File: config.mk
export PLATFORM = sky130hd
export DESIGN_NAME = radix_digit_formatter
export DESIGN_NICKNAME = d
export VERILOG_FILES = /design/src/rtl/core/rdf_pkg.sv /design/src/rtl/core/rdf_ctrl.sv /design/src/rtl/core/rdf_datapath.sv /design/src/rtl/core/radix_digit_formatter.sv
export SDC_FILE = /design/constraint.sdc
export NUM_CORES = 1
export LEC_CHECK = 0
export ABC_AREA = 1
export ABC_CLOCK_PERIOD_IN_PS = 5150
export BUFFER_PORTS_ARGS = -buffer_cell sky130_fd_sc_hd__buf_2
export CAP_MARGIN = 20
export CELL_PAD_IN_SITES_DETAIL_PLACEMENT = 0
export CELL_PAD_IN_SITES_GLOBAL_PLACEMENT = 2
export CORE_ASPECT_RATIO = 1.25
export CORE_MARGIN = 5
export CORE_UTILIZATION = 37
export CTS_CLUSTER_SIZE = 8
export DETAILED_ROUTE_END_ITERATION = 6
export PLACE_DENSITY = 0.87
export SYNTH_ARGS = -nofsm -noshare
export SYNTH_HDL_FRONTEND = slang
export SYNTH_SLANG_ARGS = --single-unit
File: constraint.sdc
create_clock -name clock -period 5.15 [get_ports clock]
set_input_delay 0.2575 -clock clock [delete_from_list [all_inputs] [get_ports clock]]
set_output_delay 0.2575 -clock clock [all_outputs]
set_load 0.03 [all_outputs]
File: src/rtl/core/rdf_pkg.sv
// rdf_pkg: word types, mode codes, character constants and the digit-to-ascii
// function shared by the radix digit formatter modules
// no dependencies
package rdf_pkg;

   localparam int FIELD_BITS = 31;

   localparam logic [1:0] MODE_BIN = 2'd0;
   localparam logic [1:0] MODE_OCT = 2'd1;
   localparam logic [1:0] MODE_HEX = 2'd2;
   localparam logic [1:0] MODE_BCD = 2'd3;

   localparam logic [6:0] CHAR_ZERO = 7'h30;
   localparam logic [6:0] CHAR_UPPER_A = 7'h41;
   localparam logic [3:0] DEC_RADIX = 4'd10;

   typedef struct packed {
      logic [FIELD_BITS-1:0] value;
      logic [1:0]            action;
   } req_type;

   typedef struct packed {
      logic [3:0] digit_value;
      logic [6:0] digit_char;
      logic       last_digit;
   } rsp_type;

   // controller to datapath
   typedef struct packed {
      logic load;
      logic dabble;
      logic step;
      logic emit;
   } cmd_type;

   // datapath to controller
   typedef struct packed {
      logic is_bcd;
      logic cnt_zero;
      logic digit_zero;
   } status_type;

   function automatic logic [6:0] digit_char_of(input logic [3:0] d);
      logic [6:0] c;
      if (d < DEC_RADIX) begin
         c = CHAR_ZERO + {3'b000, d};
      end else begin
         c = CHAR_UPPER_A + {3'b000, d - DEC_RADIX};
      end
      return c;
   endfunction

endpackage

File: src/rtl/core/rdf_ctrl.sv
// rdf_ctrl: sequencing state machine of the radix digit formatter
// depends on rdf_pkg (cmd_type, status_type)
module rdf_ctrl
   import rdf_pkg::*;
(
   input  logic       clock,
   input  logic       reset,
   input  logic       start,
   output logic       busy,
   input  status_type status,
   output cmd_type    cmd
);

   typedef enum logic [1:0] {
      ST_IDLE,
      ST_CONVERT,
      ST_SCAN,
      ST_EMIT
   } state_type;

   state_type state_ff;
   state_type state_in;

   always_comb begin
      state_in   = state_ff;
      cmd        = '0;
      case (state_ff)
         ST_IDLE: begin
            if (start) begin
               cmd.load = 1'b1;
               state_in = status.is_bcd ? ST_CONVERT : ST_SCAN;
            end
         end
         ST_CONVERT: begin
            cmd.dabble = 1'b1;
            if (status.cnt_zero) begin
               state_in = ST_SCAN;
            end
         end
         ST_SCAN: begin
            // skip leading zero digits, keep the least significant one
            if (!status.digit_zero || status.cnt_zero) begin
               state_in = ST_EMIT;
            end else begin
               cmd.step = 1'b1;
            end
         end
         ST_EMIT: begin
            cmd.emit = 1'b1;
            if (status.cnt_zero) begin
               state_in = ST_IDLE;
            end else begin
               cmd.step = 1'b1;
            end
         end
         default: begin
            state_in = ST_IDLE;
         end
      endcase
   end

   assign busy = (state_ff != ST_IDLE);

   always_ff @(posedge clock) begin
      if (reset) begin
         state_ff <= ST_IDLE;
      end else begin
         state_ff <= state_in;
      end
   end

endmodule

File: src/rtl/core/rdf_datapath.sv
// rdf_datapath: value register, shift-add-3 bcd register, digit counter,
// digit select and registered result word
// depends on rdf_pkg (req_type, rsp_type, cmd_type, status_type)
module rdf_datapath
   import rdf_pkg::*;
#(
   parameter int VALUE_BITS     = 31,
   parameter int DECIMAL_DIGITS = 10
) (
   input  logic       clock,
   input  logic       reset,
   input  req_type    req_word,
   input  cmd_type    cmd,
   output status_type status,
   output logic       rsp_valid,
   output rsp_type    rsp_word
);

   localparam int EFF_BITS = (VALUE_BITS < FIELD_BITS) ? VALUE_BITS : FIELD_BITS;
   localparam int CNT_MAX  = (EFF_BITS > DECIMAL_DIGITS) ? EFF_BITS : DECIMAL_DIGITS;
   localparam int CNT_W    = $clog2(CNT_MAX);
   localparam int DIG_IW   = $clog2(DECIMAL_DIGITS);

   localparam logic [FIELD_BITS-1:0] VAL_MASK = {FIELD_BITS{1'b1}} >> (FIELD_BITS - EFF_BITS);

   localparam logic [CNT_W-1:0] TOP_BIN = CNT_W'(EFF_BITS - 1);
   localparam logic [CNT_W-1:0] TOP_OCT = CNT_W'((EFF_BITS + 2) / 3 - 1);
   localparam logic [CNT_W-1:0] TOP_HEX = CNT_W'((EFF_BITS + 3) / 4 - 1);
   localparam logic [CNT_W-1:0] TOP_BCD = CNT_W'(DECIMAL_DIGITS - 1);

   logic [FIELD_BITS-1:0]           work_ff, work_in;
   logic [1:0]                      mode_ff, mode_in;
   logic [DECIMAL_DIGITS-1:0][3:0]  bcd_ff, bcd_in;
   logic [DECIMAL_DIGITS-1:0][3:0]  bcd_adj;
   logic [DECIMAL_DIGITS*4-1:0]     bcd_flat;
   logic [CNT_W-1:0]                cnt_ff, cnt_in;
   logic                            rsp_valid_ff, rsp_valid_in;
   rsp_type                         rsp_ff, rsp_in;

   logic [CNT_W+1:0]      sh_amt;
   logic [FIELD_BITS-1:0] shifted;
   logic [3:0]            dmask;
   logic [3:0]            digit;
   logic [CNT_W-1:0]      load_top;

   // add 3 to every bcd digit of five or more before the shift
   always_comb begin
      for (int i = 0; i < DECIMAL_DIGITS; i++) begin
         bcd_adj[i] = (bcd_ff[i] >= 4'd5) ? bcd_ff[i] + 4'd3 : bcd_ff[i];
      end
   end

   assign bcd_flat = bcd_adj;

   // digit group select for the power-of-two radixes
   always_comb begin
      case (mode_ff)
         MODE_BIN: begin
            sh_amt = {2'b00, cnt_ff};
            dmask  = 4'h1;
         end
         MODE_OCT: begin
            sh_amt = {2'b00, cnt_ff} + {1'b0, cnt_ff, 1'b0};
            dmask  = 4'h7;
         end
         MODE_HEX: begin
            sh_amt = {cnt_ff, 2'b00};
            dmask  = 4'hF;
         end
         default: begin
            sh_amt = '0;
            dmask  = 4'hF;
         end
      endcase
   end

   assign shifted = work_ff >> sh_amt;
   assign digit   = (mode_ff == MODE_BCD) ? bcd_ff[cnt_ff[DIG_IW-1:0]]
                                          : (shifted[3:0] & dmask);

   always_comb begin
      case (req_word.action)
         MODE_BIN: load_top = TOP_BIN;
         MODE_OCT: load_top = TOP_OCT;
         MODE_HEX: load_top = TOP_HEX;
         // bcd: one shift per kept value bit
         default:  load_top = TOP_BIN;
      endcase
   end

   always_comb begin
      work_in      = work_ff;
      mode_in      = mode_ff;
      bcd_in       = bcd_ff;
      cnt_in       = cnt_ff;
      rsp_in       = rsp_ff;
      rsp_valid_in = 1'b0;
      if (cmd.load) begin
         work_in = req_word.value & VAL_MASK;
         mode_in = req_word.action;
         bcd_in  = '0;
         cnt_in  = load_top;
      end
      if (cmd.dabble) begin
         bcd_in  = {bcd_flat[DECIMAL_DIGITS*4-2:0], work_ff[EFF_BITS-1]};
         work_in = work_ff << 1;
         cnt_in  = (cnt_ff == '0) ? TOP_BCD : cnt_ff - 1'b1;
      end
      if (cmd.step) begin
         cnt_in = cnt_ff - 1'b1;
      end
      if (cmd.emit) begin
         rsp_valid_in          = 1'b1;
         rsp_in.digit_value    = digit;
         rsp_in.digit_char     = digit_char_of(digit);
         rsp_in.last_digit     = (cnt_ff == '0);
      end
   end

   assign status.is_bcd     = (req_word.action == MODE_BCD);
   assign status.cnt_zero   = (cnt_ff == '0);
   assign status.digit_zero = (digit == 4'd0);

   always_ff @(posedge clock) begin
      if (reset) begin
         rsp_valid_ff <= 1'b0;
      end else begin
         rsp_valid_ff <= rsp_valid_in;
      end
   end

   always_ff @(posedge clock) begin
      work_ff <= work_in;
      mode_ff <= mode_in;
      bcd_ff  <= bcd_in;
      cnt_ff  <= cnt_in;
      rsp_ff  <= rsp_in;
   end

   assign rsp_valid = rsp_valid_ff;
   assign rsp_word  = rsp_ff;

endmodule

File: src/rtl/core/radix_digit_formatter.sv
// radix_digit_formatter: top level, controller plus datapath
// depends on rdf_pkg, rdf_ctrl, rdf_datapath
// sequence: binary/octal/hex scan past the z leading zero digits, then emit n digits;
//   bcd first shifts in every kept value bit through the shift-add-3 convert loop
// first digit strobes once the scan ends (bcd: after the convert loop too), then one per cycle
// throughput: one word at a time, busy stays high until the last digit is issued
// reset: synchronous active-high reset idles the controller and clears the strobe
module radix_digit_formatter
   import rdf_pkg::*;
#(
   parameter int VALUE_BITS     = 31,
   parameter int DECIMAL_DIGITS = 10
) (
   input  logic    clock,
   input  logic    reset,
   // request word, taken when start is high and busy is low
   input  logic    start,
   output logic    busy,
   input  req_type req_word,
   // result word, one digit per strobe, no back pressure
   output logic    rsp_valid,
   output rsp_type rsp_word
);

   cmd_type    cmd;
   status_type status;

   // sequencer: load, convert (bcd only), skip leading zeros, emit digits
   rdf_ctrl u_ctrl (
      .clock  (clock),
      .reset  (reset),
      .start  (start),
      .busy   (busy),
      .status (status),
      .cmd    (cmd)
   );

   // value and bcd registers, digit counter, registered result
   rdf_datapath #(
      .VALUE_BITS     (VALUE_BITS),
      .DECIMAL_DIGITS (DECIMAL_DIGITS)
   ) u_datapath (
      .clock     (clock),
      .reset     (reset),
      .req_word  (req_word),
      .cmd       (cmd),
      .status    (status),
      .rsp_valid (rsp_valid),
      .rsp_word  (rsp_word)
   );

endmodule

==> results of run 1 <==
power groups by stage:
stage	logic [mW]	clock network [mW]	registers, mW
6_report	2.68	0.639	1.59
4_1_cts	2.69	0.662	1.60
3_5_place_dp	2.67	0	1.61
3_3_place_gp	2.69	0	1.61
2_1_floorplan	2.10	0	1.51
5_1_grt	3.08	0.688	1.64
cell families after synthesis:
kind of cell             count (synthesis)  share of synthesized area [%]
adder cells (fa/ha/maj)                 44                           8.17
buffers and inverters                  136                           8.82
flip-flops                              93                           40.3
XOR/XNOR                                15                           1.92
AND/OR/NAND/NOR                        372                           25.2
multiplexers                             1                          0.146
AO/OA/AOI/OAI                          192                           15.5
routing by layer:
layer	vias to the layer above	track usage (%)	share of wire [%]
met5	-	0	0
met4	0	5.33	2.2
met3	28	2.85	2.9
met2	84	30.5	52
met1	2733	21.0	43
li1	2978	-	-
sequential cells by signal (all words and copies together) (netlist names):
name and count:
u_datapath.cnt_ff 5, u_datapath.work_ff 31, u_datapath.rsp_word 12, u_datapath.bcd_ff 40, u_datapath.rsp_valid 1, u_ctrl.state_ff 2
u_datapath.mode_ff 2
cell usage after synthesis, drive strengths merged:
| cell | count | area share [%] |
|---|---|---|
| a211oi | 3 | 0.33 |
| a21boi | 2 | 0.38 |
| a21oi | 63 | 4.7 |
| a22oi | 1 | 0.11 |
| a31oi | 1 | 0.092 |
| a32o | 2 | 0.29 |
| buf | 23 | 2.6 |
| clkbuf | 22 | 1.2 |
| clkinv | 1 | 0.055 |
| dfxtp | 4 | 1.2 |
| edfxtp | 89 | 39 |
| fa | 1 | 0.29 |
| ha | 43 | 7.9 |
| inv | 90 | 4.9 |
| mux2i | 1 | 0.15 |
| nand2 | 186 | 11 |
| nand3 | 94 | 7.9 |
| nand4 | 30 | 2.7 |
| nor2 | 54 | 3.2 |
| nor3 | 7 | 0.51 |
| o2111ai | 1 | 0.13 |
| o211ai | 6 | 0.66 |
| o21a | 2 | 0.22 |
| o21ai | 106 | 7.9 |
| o21bai | 1 | 0.27 |
| o221ai | 1 | 0.13 |
| o22ai | 1 | 0.092 |
| o311ai | 1 | 0.13 |
| o31ai | 1 | 0.11 |
| or2 | 1 | 0.092 |
| xnor2 | 1 | 0.13 |
| xor2 | 14 | 1.8 |
repair_timing:
item,in CTS,in global routing
endpoints found under the setup margin,0,2
endpoints found under the hold margin,0,0
gates resized for setup,0,1
how the worst max path moves through the flow:
stage | end | startpoint | slack (ns) | cells after the start
2_1_floorplan | u_datapath.cnt_ff[0] | u_datapath.cnt_ff[2] | 1.35 | 27
3_3_place_gp | u_datapath.cnt_ff[3] | u_datapath.cnt_ff[2] | 0.67 | 27
3_5_place_dp | u_datapath.cnt_ff[0] | u_datapath.cnt_ff[2] | 0.59 | 27
4_1_cts | u_datapath.cnt_ff[3] | u_datapath.cnt_ff[2] | 0.55 | 27
5_1_grt | u_datapath.cnt_ff[3] | u_datapath.cnt_ff[2] | 0.07 | 25
6_report | u_datapath.cnt_ff[0] | u_datapath.cnt_ff[2] | 0.58 | 25
critical path: stages (launching register included):
cell	delay [ns]
edfxtp_1	0.61
inv_1	0.27
ha_1	0.41
nand2_1	0.10
nand2_1	0.05
nand2_1	0.05
nand3_1	0.17
a21boi_4	0.69
nand3_1	0.14
nand2_1	0.13
nor2_1	0.05
o21ai_0	0.16
nand3_1	0.09
a21oi_1	0.14
nand2_1	0.08
nand2_1	0.16
inv_1	0.10
ha_1	0.20
nand2_1	0.05
inv_1	0.04
nand3_2	0.08
o21bai_4	0.06
nand2_2	0.18
nand2_1	0.12
nor2_1	0.12
nor2_1	0.05
through the flow:
stage / worst slack (ns) / total power, mW / hold slack [ns] / instances / utilization [%]
after detailed placement: 0.589 / 4.29 / 0.431 / 1094 / 39.6
after floorplan: 1.35 / 3.61 / 0.330 / 853 / -
after CTS: 0.552 / 4.95 / 0.0456 / 1110 / 41.1
after global placement: 0.669 / 4.30 / 0.433 / 1094 / 39.6
final: 0.576 / 4.91 / 0.0636 / 1110 / 41.1
after global routing: 0.0692 / 5.40 / 0.0593 / 1110 / 41.1
layout by cell type (no fill, tap or decap), types with 2 or more instances in the layout:
cell        instances
nand3_2            14
o21ai_1             4
clkinvlp_4          3
inv_1              83
a21oi_1            62
nor2_4              2
nand2_2             7
a32o_1              2
edfxtp_1           89
nand2_4             3
nor3_1              7
o211ai_1            6
nand3_1            80
xor2_1             14
nand2_1           176
clkbuf_16           9
buf_2              49
clkinv_4            2
inv_2               7
nand4_1            30
o21ai_2             2
a211oi_1            3
dfxtp_1             4
o21a_1              2
nor2_1             51
ha_1               42
buf_4               8
o21ai_0           100
layout make-up:
class	instances	area share [%]
Clock inverter	6	0.653
Timing Repair Buffer	58	4.35
Inverter	91	4.57
Sequential cell	93	36.8
Multi-Input combinational cell	624	46.7
Tap cell	228	3.82
Clock buffer	10	3.06
==> impl_metrics.tcl, run 1 <==
set metrics [dict create \
    drtAntennaViolNets 0 \
    grt_antenna_before_repair 0 \
    grt.total_usage_pct 17.1 \
    synth.cell_area_mm2 0.00683 \
    cp_max_fo 25 \
    finalSetupViolations 0 \
    regArea_mm2 0.00275 \
    numCtsBuffers 9 \
    grt_pass1_vias 5823 \
    ys_seq_area_share_pct 40.3 \
    first_pass_iters 5 \
    clockBufferDepth 2 \
    hold_violations 0 \
    core_area_mm2 0.0182 \
    cts_sinks 93 \
    hold_path_end "u_datapath.rsp_valid" \
    ys_warn_count 0 \
    end_kind "flip-flop" \
    path_clk_slew_ns 0.07 \
    cts_tree "yes" \
    row_count 55 \
    grt_max_degree 49 \
    internal-power_mw 2.48 \
    worstPathArrival_ns 4.69 \
    globalplace.congestion 0.849 \
    rsz0062_at_grt "false" \
    clkLatencyLatePin_ns 0.35 \
    syn_avg_cell_area_um2 8.01 \
    design_area_mm2 0.00747 \
    place_hpwl_mm 12.9 \
    multi_input_area_mm2 0.00349 \
    netSwitchingFraction_pct 49.5 \
    start_util_pct 37.6 \
    viasPerCell 5.25 \
    final_max_slew_viol_count 0 \
    chipHeight_um 162 \
    worstSetupPathType "flip-flop to flip-flop" \
    min_period_over_period_pct 88.8 \
    setup.worst_path.start_class "flip-flop" \
    diodes 0 \
    post-cts-setup-buffer-count 0 \
    nets 957 \
    hold_class "input pin to flip-flop" \
    slew_headroom_pct 41.4 \
    dieArea_mm2 0.0213 \
    fill_cells 1933 \
    route.detailed.drc 0 \
    vdd.ir_drop.worst_uv 230 \
    cp_data_required_time_ns 5.27 \
    clkPwrFrac_pct 13.0 \
    gr-total-overflow 0 \
    seqPwrFrac_pct 32.4 \
    r2r-end "u_datapath.cnt_ff[0]" \
    reg2reg_depth 25 \
    leakage_nw 3.20 \
    min_period_ns 4.57 \
    portBuffers 49 \
    worstMarginPinSlew_ns 0.875 \
    power.density_mw_per_mm2 657 \
    routedWlPerCell_um 16.2 \
    cts_root_buffer "clkbuf_16" \
    drt_iter0_markers 367 \
    yosys_register_bits 93 \
    num_io_pins 50 \
    drt_wl_total_mm 18.0 \
    fin_worst_skew_ns 0.00654 \
    worstHoldStart "reset" \
    ctsHoldBuffers 0 \
    htree_levels 3 \
    cap_violations 0 \
    setup_tns_ns 0 \
    die_w_um 132 \
    grt_pass1_wl_mm 29.7 \
    drive_gt1_share_pct 12.9 \
    pwr-share-comb_pct 54.5 \
    synth_cell_type_count 46 \
    p_sw_mw 2.43 \
    status "complete, no violations" \
    max_clock_freq_mhz 219 \
    syn_inst 853 \
    rrSetupSlack_ns 0.58 \
    whs_path_depth 2 \
    reg2reg_from "u_datapath.cnt_ff[2]" \
    syn_nets 933 \
    vias 5823 \
    syn_to_final_growth_pct 9.32 \
    placed_cell_area_mm2 0.00719 \
]
No activity file was read; power rests on OpenSTA's default activity.
==> inputs of run 2 (changes only) <==
--- a/config.mk
+++ b/config.mk
@@ -17,6 +17,7 @@
 export CTS_CLUSTER_SIZE = 8
 export DETAILED_ROUTE_END_ITERATION = 6
 export PLACE_DENSITY = 0.87
+export RECOVER_POWER = 100
 export SYNTH_ARGS = -nofsm -noshare
 export SYNTH_HDL_FRONTEND = slang
 export SYNTH_SLANG_ARGS = --single-unit
==> constraint.sdc (replaced) <==
create_clock -name clock -period 5.15 [get_ports clock]
set_input_delay 0.515 -clock clock [delete_from_list [all_inputs] [get_ports clock]]
set_output_delay 0.515 -clock clock [all_outputs]
set_load 0.03 [all_outputs]
==> run 2 against run 1 <==
Net effect:
- sequential cell count did not move
- worst setup slack lost 0.031 ns
- global-route usage is the same
- sequential share of layout area rose by 0.30 points
- clock skew increased by 0.00054 ns
- sequential power about the same
- die area unchanged
- utilization fell by 0.34 points
- clock power barely moved
- worst hold slack better by 0.26 ns
- combinational power decreased by 1%
- critical path type unchanged
- largest power group unchanged
==> impl_metrics.tcl, run 2 (synthesized netlist as in run 1, its figures left out) <==
set metrics [dict create \
    final_common_cell "nand2_1" \
    cts_tree "yes" \
    drt_wl_total_mm 18.0 \
    max_clock_freq_mhz 217 \
    core_area_mm2 0.0182 \
    fin_worst_skew_ns 0.00708 \
    start_util_pct 37.6 \
    globalplace.congestion 0.849 \
    min_period_over_period_pct 89.4 \
    finalSetupViolations 0 \
    chipHeight_um 162 \
    reg2reg_depth 25 \
    reg2reg_from "u_datapath.cnt_ff[2]" \
    power.density_mw_per_mm2 658 \
    drt_iter0_markers 367 \
    place_hpwl_mm 12.9 \
    clockBufferDepth 2 \
    cp_num_cells 25 \
    worstPathArrival_ns 4.71 \
    routedWlPerCell_um 16.2 \
    clkLatencyLatePin_ns 0.35 \
    vdd.ir_drop.worst_uv 229 \
    diodes 0 \
    numCtsBuffers 9 \
    cap_violations 0 \
    row_count 55 \
    end_kind "flip-flop" \
    top_register "u_datapath.bcd_ff" \
    post-cts-setup-buffer-count 0 \
    slew_headroom_pct 2.52 \
    rrSetupSlack_ns 0.54 \
    num_io_pins 50 \
    cp-endpoint "u_datapath.cnt_ff[3]" \
    nets 957 \
    cts_sinks 93 \
    design_area_mm2 0.00741 \
    status "complete, no violations" \
    ctsHoldBuffers 0 \
    hold_violations 0 \
    setup_tns_ns 0 \
    portBuffers 49 \
    dieArea_mm2 0.0213 \
    gr-total-overflow 0 \
    grt_pass1_vias 5823 \
    leakage_nw 3.13 \
    path_buf_inv 3 \
    drive_gt1_share_pct 10.2 \
    startpoint "u_datapath.cnt_ff[2]" \
    syn_to_final_growth_pct 8.42 \
    route.detailed.drc 0 \
    critPathTopFamily "simple AND/OR/NAND/NOR gates" \
    r2r-end "u_datapath.cnt_ff[3]" \
    largest_reg_flops 40 \
    cpMaxStageDelayCell "a21boi_4" \
    rsz0062_at_grt "false" \
    vias 5814 \
    hold_class "input pin to flip-flop" \
    setup.worst_path.start_class "flip-flop" \
    drtAntennaViolNets 0 \
    final_cell_mix "nand2_1 (178), o21ai_0 (102), edfxtp_1 (89)" \
    grt_antenna_before_repair 0 \
    grt.total_usage_pct 17.1 \
    grt_max_degree 49 \
    cp_data_required_time_ns 5.26 \
    path_clk_slew_ns 0.07 \
    cp_max_fo 25 \
    max_stage_delay_ns 0.70 \
    final_max_slew_viol_count 0 \
    first_pass_iters 5 \
    crit_top_cell "nand2_1" \
    cts_root_buffer "clkbuf_16" \
    htree_levels 3 \
    min_period_ns 4.61 \
    fin_util_pct 40.8 \
    worstMarginPinSlew_ns 1.46 \
    worstSetupPathType "flip-flop to flip-flop" \
    die_w_um 132 \
    placed_cell_area_mm2 0.00719 \
    grt_pass1_wl_mm 29.7 \
    viasPerCell 5.24 \
]
==> run 2: cell types whose count changed in the layout (fill, tap and decap cells not counted), moves of 2 or more <==
| cell | delta |
|---|---|
| o21ai_1 | -2 |
| nand2_2 | -2 |
| clkbuf_1 | +19 |
| buf_4 | -3 |
| o21ai_0 | +2 |
| nand2_1 | +2 |
| buf_2 | -16 |
==> run 2: power breakdown <==
group	total [mW]	internal (mW)	leakage (nW)	switching (mW)
clock	0.640	0.331	0.125	0.309
combinational	2.64	0.844	2.10	1.79
sequential	1.60	1.28	0.907	0.317
total	4.88	2.46	3.13	2.42
==> run 2: worst register-to-register path, stage by stage (launching register included) <==
cell	delay, ns
edfxtp_1	0.60
inv_1	0.27
ha_1	0.41
nand2_1	0.11
nand2_1	0.06
nand2_1	0.05
nand3_1	0.17
a21boi_4	0.70
nand3_1	0.15
nand2_1	0.13
nor2_1	0.05
o21ai_0	0.16
nand3_1	0.09
a21oi_1	0.15
nand2_1	0.08
nand2_1	0.15
inv_1	0.10
ha_1	0.20
nand2_1	0.05
inv_1	0.04
nand3_1	0.11
o21bai_4	0.07
nand2_2	0.18
nand2_1	0.12
nor2_1	0.11
nor2_1	0.05
==> run 2: routing by layer <==
metal,part of all wire (%),global-route usage [%],vias up
met4,2.2,5.33,0
li1,-,-,2977
met1,44,21.0,2721
met2,51,30.5,88
met5,0,0,-
met3,2.4,2.85,28
==> run 2: area by class of cell <==
class	count	area, µm²
sequential	93	2750
fill	1944	10800
clock inverter	6	48.8
multi-input combinational	624	3470
tap	228	285
inverter	91	342
timing repair buffer	58	279
clock buffer	10	229
==> run 2: how the worst min path moves through the flow <==
stage / startpoint / endpoint / slack [ns] / depth (start not counted)
floorplan: u_datapath.work_ff[0] / u_datapath.work_ff[0] / 0.48 / 2
CTS: reset / u_datapath.rsp_valid / 0.30 / 2
global route: reset / u_datapath.rsp_valid / 0.32 / 2
detailed placement: u_datapath.work_ff[0] / u_datapath.work_ff[0] / 0.53 / 2
finish: reset / u_datapath.rsp_valid / 0.32 / 2
global placement: u_datapath.work_ff[0] / u_datapath.work_ff[0] / 0.51 / 2
==> run 2: timing repair <==
| action | 4_1_cts | 5_1_grt |
|---|---|---|
| endpoints found under the hold margin | 0 | 0 |
| gates resized for setup | 0 | 1 |
| endpoints found under the setup margin | 0 | 2 |
==> run 2: stage by stage <==
step | std cells | power, mW | setup slack, ns | hold slack (ns)
2_1_floorplan | 853 | 3.61 | 1.35 | 0.478
3_3_place_gp | 1094 | 4.30 | 0.669 | 0.512
3_5_place_dp | 1094 | 4.29 | 0.589 | 0.527
4_1_cts | 1110 | 4.95 | 0.552 | 0.303
5_1_grt | 1110 | 5.37 | 0.0405 | 0.317
6_report | 1110 | 4.88 | 0.545 | 0.322
==> inputs of run 3 (changes only) <==
--- a/config.mk
+++ b/config.mk
@@ -6,17 +6,18 @@
 export NUM_CORES = 1
 export LEC_CHECK = 0
 export ABC_AREA = 1
-export ABC_CLOCK_PERIOD_IN_PS = 5150
+export ABC_CLOCK_PERIOD_IN_PS = 5500
 export BUFFER_PORTS_ARGS = -buffer_cell sky130_fd_sc_hd__buf_2
 export CAP_MARGIN = 20
 export CELL_PAD_IN_SITES_DETAIL_PLACEMENT = 0
 export CELL_PAD_IN_SITES_GLOBAL_PLACEMENT = 2
 export CORE_ASPECT_RATIO = 1.25
 export CORE_MARGIN = 5
-export CORE_UTILIZATION = 37
+export CORE_UTILIZATION = 38
 export CTS_CLUSTER_SIZE = 8
 export DETAILED_ROUTE_END_ITERATION = 6
-export PLACE_DENSITY = 0.87
+export MAX_ROUTING_LAYER = met4
+export PLACE_DENSITY = 0.89
 export RECOVER_POWER = 100
 export SYNTH_ARGS = -nofsm -noshare
 export SYNTH_HDL_FRONTEND = slang
==> constraint.sdc (replaced) <==
create_clock -name clock -period 5.5 [get_ports clock]
set_input_delay 0.55 -clock clock [delete_from_list [all_inputs] [get_ports clock]]
set_output_delay 0.55 -clock clock [all_outputs]
set_load 0.03 [all_outputs]
==> run 3 against run 2 <==
Net effect:
- the run now ends with max-capacitance violations, max-slew violations left
- die area shrank 2.4%
- fmax shrank 2.9%
- clock power up 11%
- worst setup slack improved by 0.21 ns
- sequential cell count did not move
- final area rose by 0.37%
- critical endpoint unchanged
- largest power group unchanged
==> impl_metrics.tcl, run 3 (synthesized netlist as in run 1, its figures left out) <==
set metrics [dict create \
    drive_gt1_share_pct 9.76 \
    start_util_pct 38.9 \
    dieArea_mm2 0.0208 \
    p_sw_mw 2.24 \
    final_cell_mix "nand2_1 (178), o21ai_0 (102), edfxtp_1 (89)" \
    cts_sinks 93 \
    min_period_ns 4.74 \
    worstMarginPinSlew_ns 2.64 \
    cts_resized 0 \
    die_w_um 130 \
    fill_cells 1807 \
    routedWlPerCell_um 16.1 \
    max_clock_freq_mhz 211 \
    vias 5837 \
    cts_tree "yes" \
    vdd.ir_drop.worst_uv 190 \
    drt_iter0_markers 429 \
    final_common_cell "nand2_1" \
    drt_wl_total_mm 17.8 \
    chipHeight_um 160 \
    hold_violations 0 \
    netSwitchingFraction_pct 48.2 \
    seqPwrFrac_pct 32.2 \
    final_max_slew_viol_count 167 \
    rsz0062_at_grt "false" \
    cap_violations 4 \
    internal-power_mw 2.40 \
    portBuffers 49 \
    placed_cell_area_mm2 0.00716 \
    grt_antenna_before_repair 0 \
    setup_slack_ns 0.759 \
    nets 956 \
    pre_cts_slack_ns 0.863 \
    violations "max-capacitance violations, max-slew violations" \
    num_io_pins 50 \
    setup_tns_ns 0 \
    cp_data_required_time_ns 5.61 \
    finalSetupViolations 0 \
    clockBufferDepth 2 \
    gr-total-overflow 0 \
    grt.total_usage_pct 18.0 \
    place_hpwl_mm 12.7 \
    holdWs_ns 0.351 \
    clkPwrFrac_pct 15.3 \
    leakage_nw 3.15 \
    syn_to_final_growth_pct 8.82 \
    fin_util_pct 42.3 \
    grt_pass1_wl_mm 29.2 \
    first_pass_iters 5 \
    design_area_mm2 0.00744 \
    numCtsBuffers 9 \
    path_clk_slew_ns 0.07 \
    clkLatencyLatePin_ns 0.36 \
    setup.worst_path.start_class "flip-flop" \
    min_period_over_period_pct 86.2 \
    power.density_mw_per_mm2 624 \
    slew_headroom_pct -75.9 \
    grt_pass1_vias 5792 \
    diodes 0 \
    hold_class "input pin to flip-flop" \
    core_area_mm2 0.0176 \
    worstPathArrival_ns 4.85 \
    route.detailed.drc 0 \
    globalplace.congestion 0.848 \
    ctsHoldBuffers 0 \
    cp_max_fo 30 \
    end_kind "flip-flop" \
    cts_root_buffer "clkbuf_16" \
    post-cts-setup-buffer-count 0 \
    largest_reg_flops 40 \
    viasPerCell 5.28 \
    status "complete, but fails checks" \
    pwr-share-comb_pct 52.5 \
    worstSetupPathType "flip-flop to flip-flop" \
    grt_max_degree 61 \
    drtAntennaViolNets 0 \
    fin_worst_skew_ns 0.00767 \
    top_register "u_datapath.bcd_ff" \
    row_count 54 \
    htree_levels 3 \
]
==> run 3: power by group through the flow <==
stage	Sequential [mW]	Combinational [mW]	Clock, mW
global route	1.54	2.80	0.748
floorplan	1.41	1.96	0
finish	1.50	2.44	0.710
detailed placement	1.51	2.48	0
CTS	1.49	2.49	0.721
global placement	1.50	2.49	0
==> run 3: final cells by class <==
| type | count | area (µm²) | share of cell area [%] |
|---|---|---|---|
| Multi-Input combinational cell | 624 | 3460 | 46.6 |
| Sequential cell | 93 | 2750 | 37.0 |
| Timing Repair Buffer | 57 | 267 | 3.58 |
| Clock buffer | 10 | 239 | 3.21 |
| Clock inverter | 6 | 93.8 | 1.26 |
| Tap cell | 224 | 280 | 3.77 |
| Inverter | 91 | 342 | 4.59 |
==> run 3: worst paths after layout <==
| check | to | slack, ns | startpoint | depth (start not counted) |
|---|---|---|---|---|
| hold / removal | u_datapath.rsp_valid | 0.35 | reset | 2 |
| setup reg to reg | u_datapath.cnt_ff[3] | 0.76 | u_datapath.cnt_ff[1] | 25 |
| setup / recovery | u_datapath.cnt_ff[3] | 0.76 | u_datapath.cnt_ff[1] | 25 |
| hold reg to reg | u_datapath.work_ff[0] | 0.53 | u_datapath.work_ff[0] | 2 |
==> run 3: critical path, cell delays in order (launching register included) <==
cell and delay, ns:
edfxtp_1 0.64, inv_1 0.38, ha_1 0.41, nand4_1 0.09
nand3_1 0.15, nand2_2 0.47, nand2_1 0.16, nor2_1 0.17
nand2_1 0.07, nand2_1 0.11, nor2_1 0.04, o21ai_0 0.26
nand3_1 0.10, a21oi_1 0.13, nand2_1 0.07, nand2_1 0.16
inv_1 0.09, ha_1 0.21, nand2_1 0.06, inv_1 0.04
nand3_1 0.11, o21bai_4 0.07, nand2_2 0.17, nand2_1 0.11
nor2_1 0.17, nor2_1 0.06
==> run 3: metrics by stage <==
stage,total power [mW],cells
finish,4.64,1105
global route,5.09,1105
CTS,4.70,1105
detailed placement,3.98,1089
global placement,3.99,1089
floorplan,3.38,853
==> run 3: per-layer routing <==
metal	GRT usage [%]	vias to the layer above	wire length, µm
met2	30.2	108	9090
met3	2.81	28	573
li1	-	2980	-
met5	-	-	0
met4	6.33	0	464
met1	21.7	2721	7680
